File: src/qpsl_pkg.sv
// Package for the quaternion pitch slew limiter: widths, constants, codes and the arctangent table.
`default_nettype none
package qpsl_pkg;

  localparam int unsigned QW      = 16;
  localparam int unsigned PW      = 16;
  localparam int unsigned PRODW   = 2 * QW;
  localparam int unsigned CW      = 38;
  localparam int unsigned ZW      = 21;
  localparam int unsigned THR_W   = 15;
  localparam int unsigned STEP_W  = 12;
  localparam int unsigned CFG_W   = 15;
  localparam int unsigned DIFF_W  = PW + 1;
  localparam int unsigned NEXT_W  = PW + 2;
  localparam int unsigned TAB_LEN = 24;
  localparam int unsigned TAB_W   = $clog2(TAB_LEN);
  localparam int unsigned RND_SH  = 4;

  localparam int unsigned CORDIC_ITER_DEF = 14;

  localparam logic [THR_W-1:0]  THR_RESET  = 15'd410;
  localparam logic [STEP_W-1:0] STEP_RESET = 12'd41;

  localparam logic signed [ZW-1:0] PI_Q16      = 21'sd205887;
  localparam logic signed [ZW-1:0] HALF_PI_Q16 = 21'sd102944;
  localparam logic signed [ZW-1:0] RND_BIAS    = 21'sd8;
  localparam logic signed [PW-1:0] PITCH_MIN   = -16'sd19303;
  localparam logic signed [PW-1:0] PITCH_MAX   = 16'sd6434;

  typedef enum logic [0:0] {
    REG_JUMP_THRESHOLD = 1'b0,
    REG_SLEW_STEP      = 1'b1
  } cfg_reg_e;

  typedef enum logic [2:0] {
    ST_IDLE,
    ST_MUL,
    ST_PREP,
    ST_ROT,
    ST_ROUND,
    ST_SLEW
  } state_e;

  typedef enum logic [2:0] {
    MUL_WW,
    MUL_XX,
    MUL_YY,
    MUL_ZZ,
    MUL_YZ,
    MUL_WX,
    MUL_END
  } mul_op_e;

  function automatic logic signed [ZW-1:0] atan_q16(input logic [TAB_W-1:0] idx);
    logic signed [ZW-1:0] r;
    unique case (idx)
      5'd0:    r = 21'sd51472;
      5'd1:    r = 21'sd30386;
      5'd2:    r = 21'sd16055;
      5'd3:    r = 21'sd8150;
      5'd4:    r = 21'sd4091;
      5'd5:    r = 21'sd2047;
      5'd6:    r = 21'sd1024;
      5'd7:    r = 21'sd512;
      5'd8:    r = 21'sd256;
      5'd9:    r = 21'sd128;
      5'd10:   r = 21'sd64;
      5'd11:   r = 21'sd32;
      5'd12:   r = 21'sd16;
      5'd13:   r = 21'sd8;
      5'd14:   r = 21'sd4;
      5'd15:   r = 21'sd2;
      5'd16:   r = 21'sd1;
      default: r = 21'sd0;
    endcase
    return r;
  endfunction

endpackage
`default_nettype wire

File: src/quaternion_pitch_slew_limiter.sv
// Top level: quaternion to pitch by shared multiplier and iterative CORDIC, then slew limit.
`default_nettype none
// A request is taken only while the block is idle; it then uses one shared
// 16x16 multiplier to build num and den, does a quadrant setup step, and runs
// CORDIC_ITERATIONS iterations on one shared shift-add CORDIC stage (a zero vector
// skips CORDIC), then a rounding step and a slew step; the next request can be taken
// once the block is idle again. The result sits
// in an output register; a new request is accepted while it waits, and the slew cycle
// holds until the output register is free. The pitch is Q3.12 radians in
// [-3pi/2, pi/2]; both configuration registers may be written any time the block is idle.
module quaternion_pitch_slew_limiter #(
  parameter int unsigned CORDIC_ITERATIONS = qpsl_pkg::CORDIC_ITER_DEF
) (
  input  wire                               clk_i,
  input  wire                               rst_ni,
  input  wire                               cfg_we_i,
  input  wire  qpsl_pkg::cfg_reg_e          cfg_index_i,
  input  wire  [qpsl_pkg::CFG_W-1:0]        cfg_data_i,
  input  wire                               in_valid_i,
  output logic                              in_ready_o,
  input  wire  signed [qpsl_pkg::QW-1:0]    quat_w_i,
  input  wire  signed [qpsl_pkg::QW-1:0]    quat_x_i,
  input  wire  signed [qpsl_pkg::QW-1:0]    quat_y_i,
  input  wire  signed [qpsl_pkg::QW-1:0]    quat_z_i,
  output logic                              out_valid_o,
  input  wire                               out_ready_i,
  output logic signed [qpsl_pkg::PW-1:0]    pitch_angle_o
);
  import qpsl_pkg::*;

  localparam int unsigned IterW = (CORDIC_ITERATIONS > 1) ? $clog2(CORDIC_ITERATIONS) : 1;
  localparam logic [IterW-1:0] IterLast = IterW'(CORDIC_ITERATIONS - 1);

  state_e                   state_q, state_d;
  mul_op_e                  mop_q, mop_d;
  logic [IterW-1:0]         iter_q, iter_d;
  logic [THR_W-1:0]         thr_q, thr_d;
  logic [STEP_W-1:0]        step_q, step_d;
  logic signed [PW-1:0]     held_q, held_d;
  logic                     out_valid_q, out_valid_d;

  logic signed [QW-1:0]     qw_q, qx_q, qy_q, qz_q, qw_d, qx_d, qy_d, qz_d;
  logic signed [PRODW-1:0]  prod_q, prod_d;
  logic signed [CW-1:0]     num_q, num_d, den_q, den_d;
  logic signed [CW-1:0]     cx_q, cx_d, cy_q, cy_d;
  logic signed [ZW-1:0]     cz_q, cz_d;
  logic signed [PW-1:0]     fresh_q, fresh_d;
  logic signed [PW-1:0]     pitch_q, pitch_d;

  logic signed [QW-1:0]     op_a, op_b;
  mul_op_e                  acc_op;
  logic signed [CW-1:0]     prod_ext, den2, xs, ys;
  logic signed [ZW-1:0]     atan_v, ang, rnd;
  logic signed [DIFF_W-1:0] diff;
  logic [DIFF_W-1:0]        mag;
  logic signed [NEXT_W-1:0] nxt, step_s;
  logic                     out_free;

  assign in_ready_o    = (state_q == ST_IDLE);
  assign out_valid_o   = out_valid_q;
  assign pitch_angle_o = pitch_q;
  assign out_free      = !out_valid_q || out_ready_i;

  assign prod_ext = CW'(prod_q);
  assign den2     = den_q <<< 1;
  assign xs       = cx_q >>> iter_q;
  assign ys       = cy_q >>> iter_q;
  assign atan_v   = atan_q16(TAB_W'(iter_q));
  assign ang      = cz_q - HALF_PI_Q16;
  assign rnd      = (ang + RND_BIAS) >>> RND_SH;
  assign diff     = DIFF_W'(fresh_q) - DIFF_W'(held_q);
  assign mag      = diff[DIFF_W-1] ? DIFF_W'(-diff) : DIFF_W'(diff);
  assign step_s   = $signed({{(NEXT_W-STEP_W){1'b0}}, step_q});
  assign nxt      = diff[DIFF_W-1] ? (NEXT_W'(held_q) - step_s) : (NEXT_W'(held_q) + step_s);
  assign acc_op   = mul_op_e'(mop_q - 3'd1);

  always_comb begin
    unique case (mop_q)
      MUL_WW:  begin op_a = qw_q; op_b = qw_q; end
      MUL_XX:  begin op_a = qx_q; op_b = qx_q; end
      MUL_YY:  begin op_a = qy_q; op_b = qy_q; end
      MUL_ZZ:  begin op_a = qz_q; op_b = qz_q; end
      MUL_YZ:  begin op_a = qy_q; op_b = qz_q; end
      MUL_WX:  begin op_a = qw_q; op_b = qx_q; end
      default: begin op_a = qw_q; op_b = qx_q; end
    endcase
  end

  always_comb begin
    state_d     = state_q;
    mop_d       = mop_q;
    iter_d      = iter_q;
    thr_d       = thr_q;
    step_d      = step_q;
    held_d      = held_q;
    out_valid_d = out_valid_q && !out_ready_i;
    qw_d        = qw_q;
    qx_d        = qx_q;
    qy_d        = qy_q;
    qz_d        = qz_q;
    prod_d      = PRODW'(op_a) * PRODW'(op_b);
    num_d       = num_q;
    den_d       = den_q;
    cx_d        = cx_q;
    cy_d        = cy_q;
    cz_d        = cz_q;
    fresh_d     = fresh_q;
    pitch_d     = pitch_q;

    if (cfg_we_i) begin
      unique case (cfg_index_i)
        REG_JUMP_THRESHOLD: thr_d  = cfg_data_i[THR_W-1:0];
        REG_SLEW_STEP:      step_d = cfg_data_i[STEP_W-1:0];
        default:            ;
      endcase
    end

    unique case (state_q)
      ST_IDLE: begin
        if (in_valid_i) begin
          qw_d    = quat_w_i;
          qx_d    = quat_x_i;
          qy_d    = quat_y_i;
          qz_d    = quat_z_i;
          num_d   = '0;
          den_d   = '0;
          mop_d   = MUL_WW;
          state_d = ST_MUL;
        end
      end
      ST_MUL: begin
        if (mop_q != MUL_WW) begin
          unique case (acc_op) inside
            MUL_WW, MUL_ZZ: num_d = num_q + prod_ext;
            MUL_XX, MUL_YY: num_d = num_q - prod_ext;
            MUL_YZ, MUL_WX: den_d = den_q + prod_ext;
            default:        ;
          endcase
        end
        if (mop_q == MUL_END) begin
          state_d = ST_PREP;
        end else begin
          mop_d = mul_op_e'(mop_q + 3'd1);
        end
      end
      ST_PREP: begin
        iter_d = '0;
        if (num_q == '0 && den_q == '0) begin
          cz_d    = '0;
          state_d = ST_ROUND;
        end else begin
          if (den2 < 0) begin
            cx_d = -den2;
            cy_d = -num_q;
            cz_d = (num_q >= 0) ? PI_Q16 : -PI_Q16;
          end else begin
            cx_d = den2;
            cy_d = num_q;
            cz_d = '0;
          end
          state_d = ST_ROT;
        end
      end
      ST_ROT: begin
        if (cy_q >= 0) begin
          cx_d = cx_q + ys;
          cy_d = cy_q - xs;
          cz_d = cz_q + atan_v;
        end else begin
          cx_d = cx_q - ys;
          cy_d = cy_q + xs;
          cz_d = cz_q - atan_v;
        end
        if (iter_q == IterLast) begin
          state_d = ST_ROUND;
        end else begin
          iter_d = iter_q + 1'b1;
        end
      end
      ST_ROUND: begin
        if (rnd < ZW'(PITCH_MIN)) begin
          fresh_d = PITCH_MIN;
        end else if (rnd > ZW'(PITCH_MAX)) begin
          fresh_d = PITCH_MAX;
        end else begin
          fresh_d = PW'(rnd);
        end
        state_d = ST_SLEW;
      end
      ST_SLEW: begin
        if (out_free) begin
          if (mag > DIFF_W'(thr_q)) begin
            if (nxt < NEXT_W'(PITCH_MIN)) begin
              held_d = PITCH_MIN;
            end else if (nxt > NEXT_W'(PITCH_MAX)) begin
              held_d = PITCH_MAX;
            end else begin
              held_d = PW'(nxt);
            end
          end else begin
            held_d = fresh_q;
          end
          pitch_d     = held_d;
          out_valid_d = 1'b1;
          state_d     = ST_IDLE;
        end
      end
      default: state_d = ST_IDLE;
    endcase
  end

  always_ff @(posedge clk_i or negedge rst_ni) begin
    if (!rst_ni) begin
      state_q     <= ST_IDLE;
      mop_q       <= MUL_WW;
      iter_q      <= '0;
      thr_q       <= THR_RESET;
      step_q      <= STEP_RESET;
      held_q      <= '0;
      out_valid_q <= 1'b0;
    end else begin
      state_q     <= state_d;
      mop_q       <= mop_d;
      iter_q      <= iter_d;
      thr_q       <= thr_d;
      step_q      <= step_d;
      held_q      <= held_d;
      out_valid_q <= out_valid_d;
    end
  end

  always_ff @(posedge clk_i) begin
    qw_q    <= qw_d;
    qx_q    <= qx_d;
    qy_q    <= qy_d;
    qz_q    <= qz_d;
    prod_q  <= prod_d;
    num_q   <= num_d;
    den_q   <= den_d;
    cx_q    <= cx_d;
    cy_q    <= cy_d;
    cz_q    <= cz_d;
    fresh_q <= fresh_d;
    pitch_q <= pitch_d;
  end

  a_iter_bound: assert property (@(posedge clk_i) disable iff (!rst_ni)
    state_q == ST_ROT |-> iter_q <= IterLast)
    else $error("CORDIC iteration count out of range");

  a_held_range: assert property (@(posedge clk_i) disable iff (!rst_ni)
    held_q >= PITCH_MIN && held_q <= PITCH_MAX)
    else $error("held pitch out of range");

  a_accept_starts: assert property (@(posedge clk_i) disable iff (!rst_ni)
    in_valid_i && in_ready_o |=> state_q == ST_MUL && mop_q == MUL_WW)
    else $error("accepted request did not start multiply phase");

  a_result_source: assert property (@(posedge clk_i) disable iff (!rst_ni)
    $rose(out_valid_o) |-> $past(state_q) == ST_SLEW)
    else $error("result raised outside slew cycle");

endmodule
`default_nettype wire
File: config.mk
export PLATFORM = sky130hd
export DESIGN_NAME = quaternion_pitch_slew_limiter
export DESIGN_NICKNAME = d
export VERILOG_FILES = /design/src/qpsl_pkg.sv /design/src/quaternion_pitch_slew_limiter.sv
export SDC_FILE = /design/constraint.sdc
export NUM_CORES = 2
export LEC_CHECK = 0
export ABC_AREA = 1
export ABC_CLOCK_PERIOD_IN_PS = 10600
export BUFFER_PORTS_ARGS = -buffer_cell sky130_fd_sc_hd__buf_2
export CAP_MARGIN = 20
export CORE_MARGIN = 2
export CORE_UTILIZATION = 39
export CTS_CLUSTER_SIZE = 16
export DETAILED_ROUTE_END_ITERATION = 8
export GPL_ROUTABILITY_DRIVEN = 0
export HOLD_SLACK_MARGIN = 0.1
export SLEW_MARGIN = 20
export SYNTH_ARGS = -nofsm -noshare
export SYNTH_HDL_FRONTEND = slang
export SYNTH_SLANG_ARGS = --single-unit
File: constraint.sdc
create_clock -name clk_i -period 10.6 [get_ports clk_i]
set_input_delay 0.53 -clock clk_i [delete_from_list [all_inputs] [get_ports clk_i]]
set_output_delay 0.53 -clock clk_i [all_outputs]
set_load 0.05 [all_outputs]
== Word-level counts from Yosys, hierarchy flattened ==
Memories as Yosys holds them, arrays and structs flattened.
Index checks and enable logic that the tools add are counted.

* Bitwise operators: 1
* Multiplexer cells: 41
* Shift-type cells: 2
* $add $sub $neg: 20
* Reductions and logical operators: 29
* Multipliers: 1
* Equal/unequal tests: 26
* Order comparisons: 8

{| class="wikitable"
|+ Operators by type and width
! kind !! number
|-
| $mux W38 || 10
|-
| $pmux W38 S2 || 5
|-
| $pmux W16 S3 || 2
|-
| $mux W21 || 4
|-
| $add A38 B32 Y38 || 2
|-
| $add A38 B38 Y38 || 2
|-
| $ge A38 B1 Y1 const B || 2
|-
| $logic_not A38 Y1 || 2
|-
| $neg A38 Y38 || 2
|-
| $sshr A38 B4 Y38 || 2
|-
| $sub A38 B38 Y38 || 2
|-
| $mux W16 || 4
|-
| $pmux W21 S2 || 1
|-
| $lt A38 B1 Y1 const B || 1
|-
| $sub A38 B32 Y38 || 1
|-
| $mul A16 B16 Y32 || 1
|-
| $add A21 B21 Y21 || 1
|-
| $add A21 B5 Y21 const B || 1
|-
| $mux W3 || 7
|-
| $sub A21 B18 Y21 const B || 1
|-
| $sub A21 B21 Y21 || 1
|-
| $eq A3 B2 Y1 const B || 6
|-
| $eq A3 B3 Y1 const B || 6
|-
| $gt A18 B14 Y1 const B || 1
|-
| 34 further kinds || 61
|}

* Output and inout port bits: 18
* Memory bits (read-only): 256
* Input port bits: 85
* Memories: 1
* Word-level logic and storage cells: 149
* Flip-flop bits (word level): 355

{| class="wikitable"
|+ Memory list
! name !! depth !! bits a word !! read ports !! clocked after Yosys merged registers in !! wr ports !! line !! RTL
|-
| (name not given) || 16 || 16 || 1 || 0 || 0 || qpsl_pkg.sv:56 || <nowiki>unique case (idx)</nowiki>
|}

== Depth between registers and ports, before layout ==
* Depth in word-level cells: 6
* Gate-level depth with buffers: 41
* Mapped depth without buffers: 39

== Worst setup path before layout ==
Ideal clock, no wire load.

* Kind: register to register
* Start: register mop_q[1]
* End: register prod_q[31]
* Arrival time: 7.172 ns
* Path slack: 3.301 ns
* Period minus slack after synthesis: 7.299 ns
* Data required time: 10.473 ns
* Setup time: 0.127 ns
* Stages on the path, launching flop included: 28
* Buffers on the path: 2
* Cell sequence: dfrtp_1 > ha_1 > ha_1 > clkbuf_1 > nor3_2 > inv_2 > o21ai_1 > inv_1 > clkbuf_1 > nor2_1 > fa_1 > fa_1 > fa_1 > fa_1 > fa_1 > inv_1 > fa_1 > inv_1 > ha_1 > a21oi_1 > nor2_1 > a211oi_1 > o2111ai_1 > nand2_1 > nand2_1 > a21boi_0 > o21ai_0 > xor2_1

* Word-level cells in the longest chain between the ends: 4
* Elaborated cells on any way between the ends: 10
* Those cells by class: mul: 1; eq/ne: 4; mux: 2; reduce/logical: 3

{| class="wikitable"
|+ RTL lines
! what !! line !! RTL
|-
| start, declared || quaternion_pitch_slew_limiter.sv:35 || <nowiki>mul_op_e mop_q, mop_d;</nowiki>
|-
| start signal, assigned || quaternion_pitch_slew_limiter.sv:223 || <nowiki>mop_q <= mop_d;</nowiki>
|-
| $eq A3 B3 Y1 or $eq A3 B2 Y1 (tied branches) || quaternion_pitch_slew_limiter.sv:78 || <nowiki>unique case (mop_q)</nowiki>
|-
| $reduce_or A2 Y1 (no line) || n/a ||
|-
| $pmux W16 S3 || quaternion_pitch_slew_limiter.sv:78 ||
|-
| $mul A16 B16 Y32 (*) || quaternion_pitch_slew_limiter.sv:101 || <nowiki>prod_d = PRODW'(op_a) * PRODW'(op_b);</nowiki>
|-
| via prod_d[31] || quaternion_pitch_slew_limiter.sv:43 || <nowiki>logic signed [PRODW-1:0] prod_q, prod_d;</nowiki>
|-
| end signal, assigned || quaternion_pitch_slew_limiter.sv:237 || <nowiki>prod_q <= prod_d;</nowiki>
|-
| end, declared || quaternion_pitch_slew_limiter.sv:43 ||
|}

The timed path passes the listed nets; every way through them passes the cells marked *.
A chain may end at the register's enable or synchronous reset.

== Worst setup path in the final report ==
* Start: register mop_q[0]
* End: register prod_q[31]

Same word-level chain as after synthesis.

==> metrics.txt <==
# TYPE chip_impl_metric gauge
chip_impl_metric{name="slew_headroom",unit="%"} 30.9
chip_impl_metric{name="grt_start_max_net_pins",unit=""} 79
chip_impl_metric{name="worst_pin_slew",unit="ns"} 1.03
chip_impl_metric{name="ys.warnings.count",unit=""} 0
chip_impl_metric{name="detail_route.drc_violations",unit=""} 0
chip_impl_info{name="post_synth_most_frequent_cells",value="1554 x sky130_fd_sc_hd__nand2_1, 1020 x sky130_fd_sc_hd__inv_1, 683 x sky130_fd_sc_hd__nor2_1"} 1
chip_impl_metric{name="worst_skew_pair.late_latency",unit="ns"} 0.61
chip_impl_info{name="end_kind",value="flop"} 1
chip_impl_metric{name="io_pins",unit=""} 103
chip_impl_metric{name="worst_r2r_setup_slack",unit="ns"} 1.57
chip_impl_metric{name="cts.htree.levels",unit=""} 2
chip_impl_metric{name="fin_tns_setup",unit="ns"} 0
chip_impl_metric{name="whs_path_depth",unit=""} 1
chip_impl_metric{name="area_growth",unit="%"} 8.29
chip_impl_metric{name="antenna_found_initial",unit=""} 0
chip_impl_metric{name="routed-via-count",unit=""} 43800
chip_impl_metric{name="total_die_area",unit="um2"} 118000
chip_impl_metric{name="async_reset_ff_share",unit="%"} 15.2
chip_impl_metric{name="grt-ovfl-total",unit=""} 0
chip_impl_metric{name="net_count_after_synthesis",unit=""} 7184
chip_impl_metric{name="final_antenna_net_count",unit=""} 0
chip_impl_info{name="r2r_end",value="prod_q[31]"} 1
chip_impl_metric{name="arrival",unit="ns"} 9.50
chip_impl_metric{name="min_tclk_post_route",unit="ns"} 9.03
chip_impl_metric{name="rr_worst_depth",unit=""} 30
chip_impl_metric{name="portion_of_the_post_synthesis_area_used_by_sequential_elements",unit="%"} 22.3
chip_impl_metric{name="worst-endpoint-required",unit="ns"} 11.08
chip_impl_metric{name="drt_iter0_markers",unit=""} 4369
chip_impl_metric{name="report.final.setup_viol",unit=""} 0
chip_impl_info{name="hold_start",value="quat_x_i[14]"} 1
chip_impl_metric{name="drt-wirelength-per-cell",unit="um"} 18.0
chip_impl_metric{name="vias_in_the_first_global_route",unit=""} 41800
chip_impl_metric{name="synth_seq_cells",unit=""} 355
chip_impl_metric{name="port_buffers",unit=""} 102
chip_impl_metric{name="grt_util_all_layers",unit="%"} 24.5
chip_impl_info{name="main_area_contributors_after_synthesis",value="sky130_fd_sc_hd__edfxtp_1 18%, sky130_fd_sc_hd__nand2_1 13%, sky130_fd_sc_hd__fa_1 12%"} 1
chip_impl_metric{name="synth-edff-count",unit=""} 269
chip_impl_metric{name="yosys.area.top_type_share",unit="%"} 17.9
chip_impl_info{name="grt_setup_unrepaired",value="no"} 1
chip_impl_metric{name="grt_pass1_wl",unit="um"} 229000
chip_impl_info{name="timing.critical_path.from",value="mop_q[0]"} 1
chip_impl_info{name="yosysMostFrequentCell",value="sky130_fd_sc_hd__nand2_1"} 1
chip_impl_metric{name="final_hold_violation_count",unit=""} 0
chip_impl_metric{name="layout-drive-gt1-share",unit="%"} 4.59
chip_impl_info{name="synthDominantAreaCellType",value="sky130_fd_sc_hd__edfxtp_1"} 1
chip_impl_metric{name="chipWidth",unit="um"} 344
chip_impl_metric{name="cts.path.max_buffers",unit=""} 3
chip_impl_metric{name="post-route-period-util",unit="%"} 85.2
chip_impl_metric{name="avgViaCountPerCell",unit=""} 5.41
chip_impl_metric{name="final_net_count",unit=""} 7219
chip_impl_info{name="worst_r2r_startpoint",value="mop_q[0]"} 1
chip_impl_metric{name="initial_core_util",unit="%"} 39.4
chip_impl_info{name="critical-path-slowest-cell",value="sky130_fd_sc_hd__fa_1"} 1
chip_impl_info{name="crit_type",value="reg2reg"} 1
chip_impl_metric{name="worst_path_largest_cell_delay",unit="ns"} 0.92
chip_impl_metric{name="hpwlAfterDp",unit="um"} 118000
chip_impl_info{name="min_delay_worst_endpoint",value="qx_q[14]"} 1
chip_impl_metric{name="max_cap_viol_count",unit=""} 0
chip_impl_info{name="ctsRootBufferMaster",value="sky130_fd_sc_hd__clkbuf_16"} 1
chip_impl_metric{name="first_pass_iters",unit=""} 6
chip_impl_metric{name="numCtsBuffers",unit=""} 45
chip_impl_metric{name="num_rows",unit=""} 124
chip_impl_metric{name="num_antenna_cells",unit=""} 0
chip_impl_metric{name="holdWs",unit="ns"} 0.129
chip_impl_metric{name="floorplan.die.height",unit="um"} 344
chip_impl_metric{name="post_cts_repair_setup_buffers",unit=""} 0
chip_impl_metric{name="core",unit="um2"} 115000
chip_impl_metric{name="final_core_util",unit="%"} 42.7
chip_impl_info{name="critical_path.startpoint_type",value="flop"} 1
chip_impl_metric{name="numClockSinks",unit=""} 355
chip_impl_metric{name="report.final.slew_viol_count",unit=""} 0
chip_impl_metric{name="synthesis.area",unit="um2"} 45100
chip_impl_metric{name="syn-instance-count",unit=""} 6509
chip_impl_info{name="cts_tree",value="built"} 1
chip_impl_info{name="synth_ff_type",value="sky130_fd_sc_hd__edfxtp_1"} 1
chip_impl_metric{name="critical_path.max_fanout",unit=""} 17
chip_impl_metric{name="clkSlewWorstSetupHoldPaths",unit="ns"} 0.06
chip_impl_metric{name="finalWirelength",unit="um"} 146000
chip_impl_info{name="outcome",value="finished, final reports clean"} 1
chip_impl_metric{name="postSynthAreaPerCell",unit="um2"} 6.93
chip_impl_metric{name="max_clock_freq",unit="MHz"} 111
chip_impl_info{name="hold_class",value="in2reg"} 1
chip_impl_metric{name="fin_worst_skew",unit="ns"} 0.0420
chip_impl_metric{name="ys_types",unit=""} 65
## area by class of cell
cell class                 instances  area [um2]
clock buffer                      61        1340
clock inverter                    22         264
fill                           12000       65700
inverter                        1035        3890
multi-input combinational       4952       30400
sequential                       355       10100
tap                             1512        1890
timing repair buffer             155         978
## through the flow
| step | instances | cell area [um2] | worst slack [ns] |
|---|---|---|---|
| finish | 8092 | 48800 | 1.57 |
| global route | 8092 | 48800 | 0.914 |
| CTS | 8091 | 48800 | 1.64 |
| detailed placement | 7983 | 47000 | 1.63 |
| global placement | 7983 | 47000 | 1.98 |
| floorplan | 6509 | 45100 | 3.30 |
## logic make-up after synthesis
logic type      Yosys count  share of synthesized area [%]
mux                       1                         0.0222
buf+inv                1202                           10.4
xor+xnor                228                           4.43
simple gates           2862                           26.2
compound gates         1271                           15.8
fa+ha+maj               590                           20.8
flops                   355                           22.3
## routing by layer
| metal | up-vias | routed length [um] | GRT usage (%) | share of wire (%) |
|---|---|---|---|---|
| li1 | 21400 | - | - | - |
| met1 | 20700 | 65600 | 34.4 | 45 |
| met2 | 1500 | 66200 | 40.1 | 45 |
| met3 | 201 | 10100 | 2.53 | 6.9 |
| met4 | 0 | 3780 | 6.18 | 2.6 |
| met5 | - | 0 | 0 | 0 |
## placed cells by master (no fill, tap or decap), drive strengths merged, types with 63 or more instances in the layout
cell type | Yosys | routed
nand2 | 1564 | 1564
edfxtp | 269 | 269
xnor2 | 63 | 63
xor2 | 165 | 165
inv | 1028 | 1030
ha | 321 | 321
fa | 269 | 269
nor2 | 695 | 695
nand3 | 377 | 377
o21ai | 554 | 554
nor3 | 85 | 85
buf | 76 | 130
a31oi | 66 | 66
nand4 | 66 | 66
a21oi | 443 | 443
## sequential cells by signal, indices dropped and copies added (netlist names), 21 cells and up
signal  flops
cx_q       38
cy_q       38
cz_q       21
den_q      38
num_q      38
prod_q     32
## worst max path at each step
stage,to,slack [ns],depth (start not counted)
after CTS,prod_q[31],1.64,30
after global routing,prod_q[31],0.91,32
after floorplan,prod_q[31],3.30,27
after detailed placement,prod_q[31],1.63,30
after global placement,prod_q[31],1.98,30
final,prod_q[31],1.57,30
## timing repair
action	4_1_cts	5_1_grt
gates resized for setup	0	0
hold buffers	25	0
hold endpoints to repair	25	0
## worst max-delay path, delay by kind of cell, from the launching register on
| family | cells | cell delay, ns |
|---|---|---|
| fa+ha+maj | 8 | 4.11 |
| compound gates | 6 | 1.60 |
| simple gates | 7 | 1.53 |
| buf+inv | 8 | 1.13 |
| flops | 1 | 0.37 |
| xor+xnor | 1 | 0.16 |
Power is not shown: default switching activity piles up to over one toggle a cycle in this logic, so the estimate is an artifact.
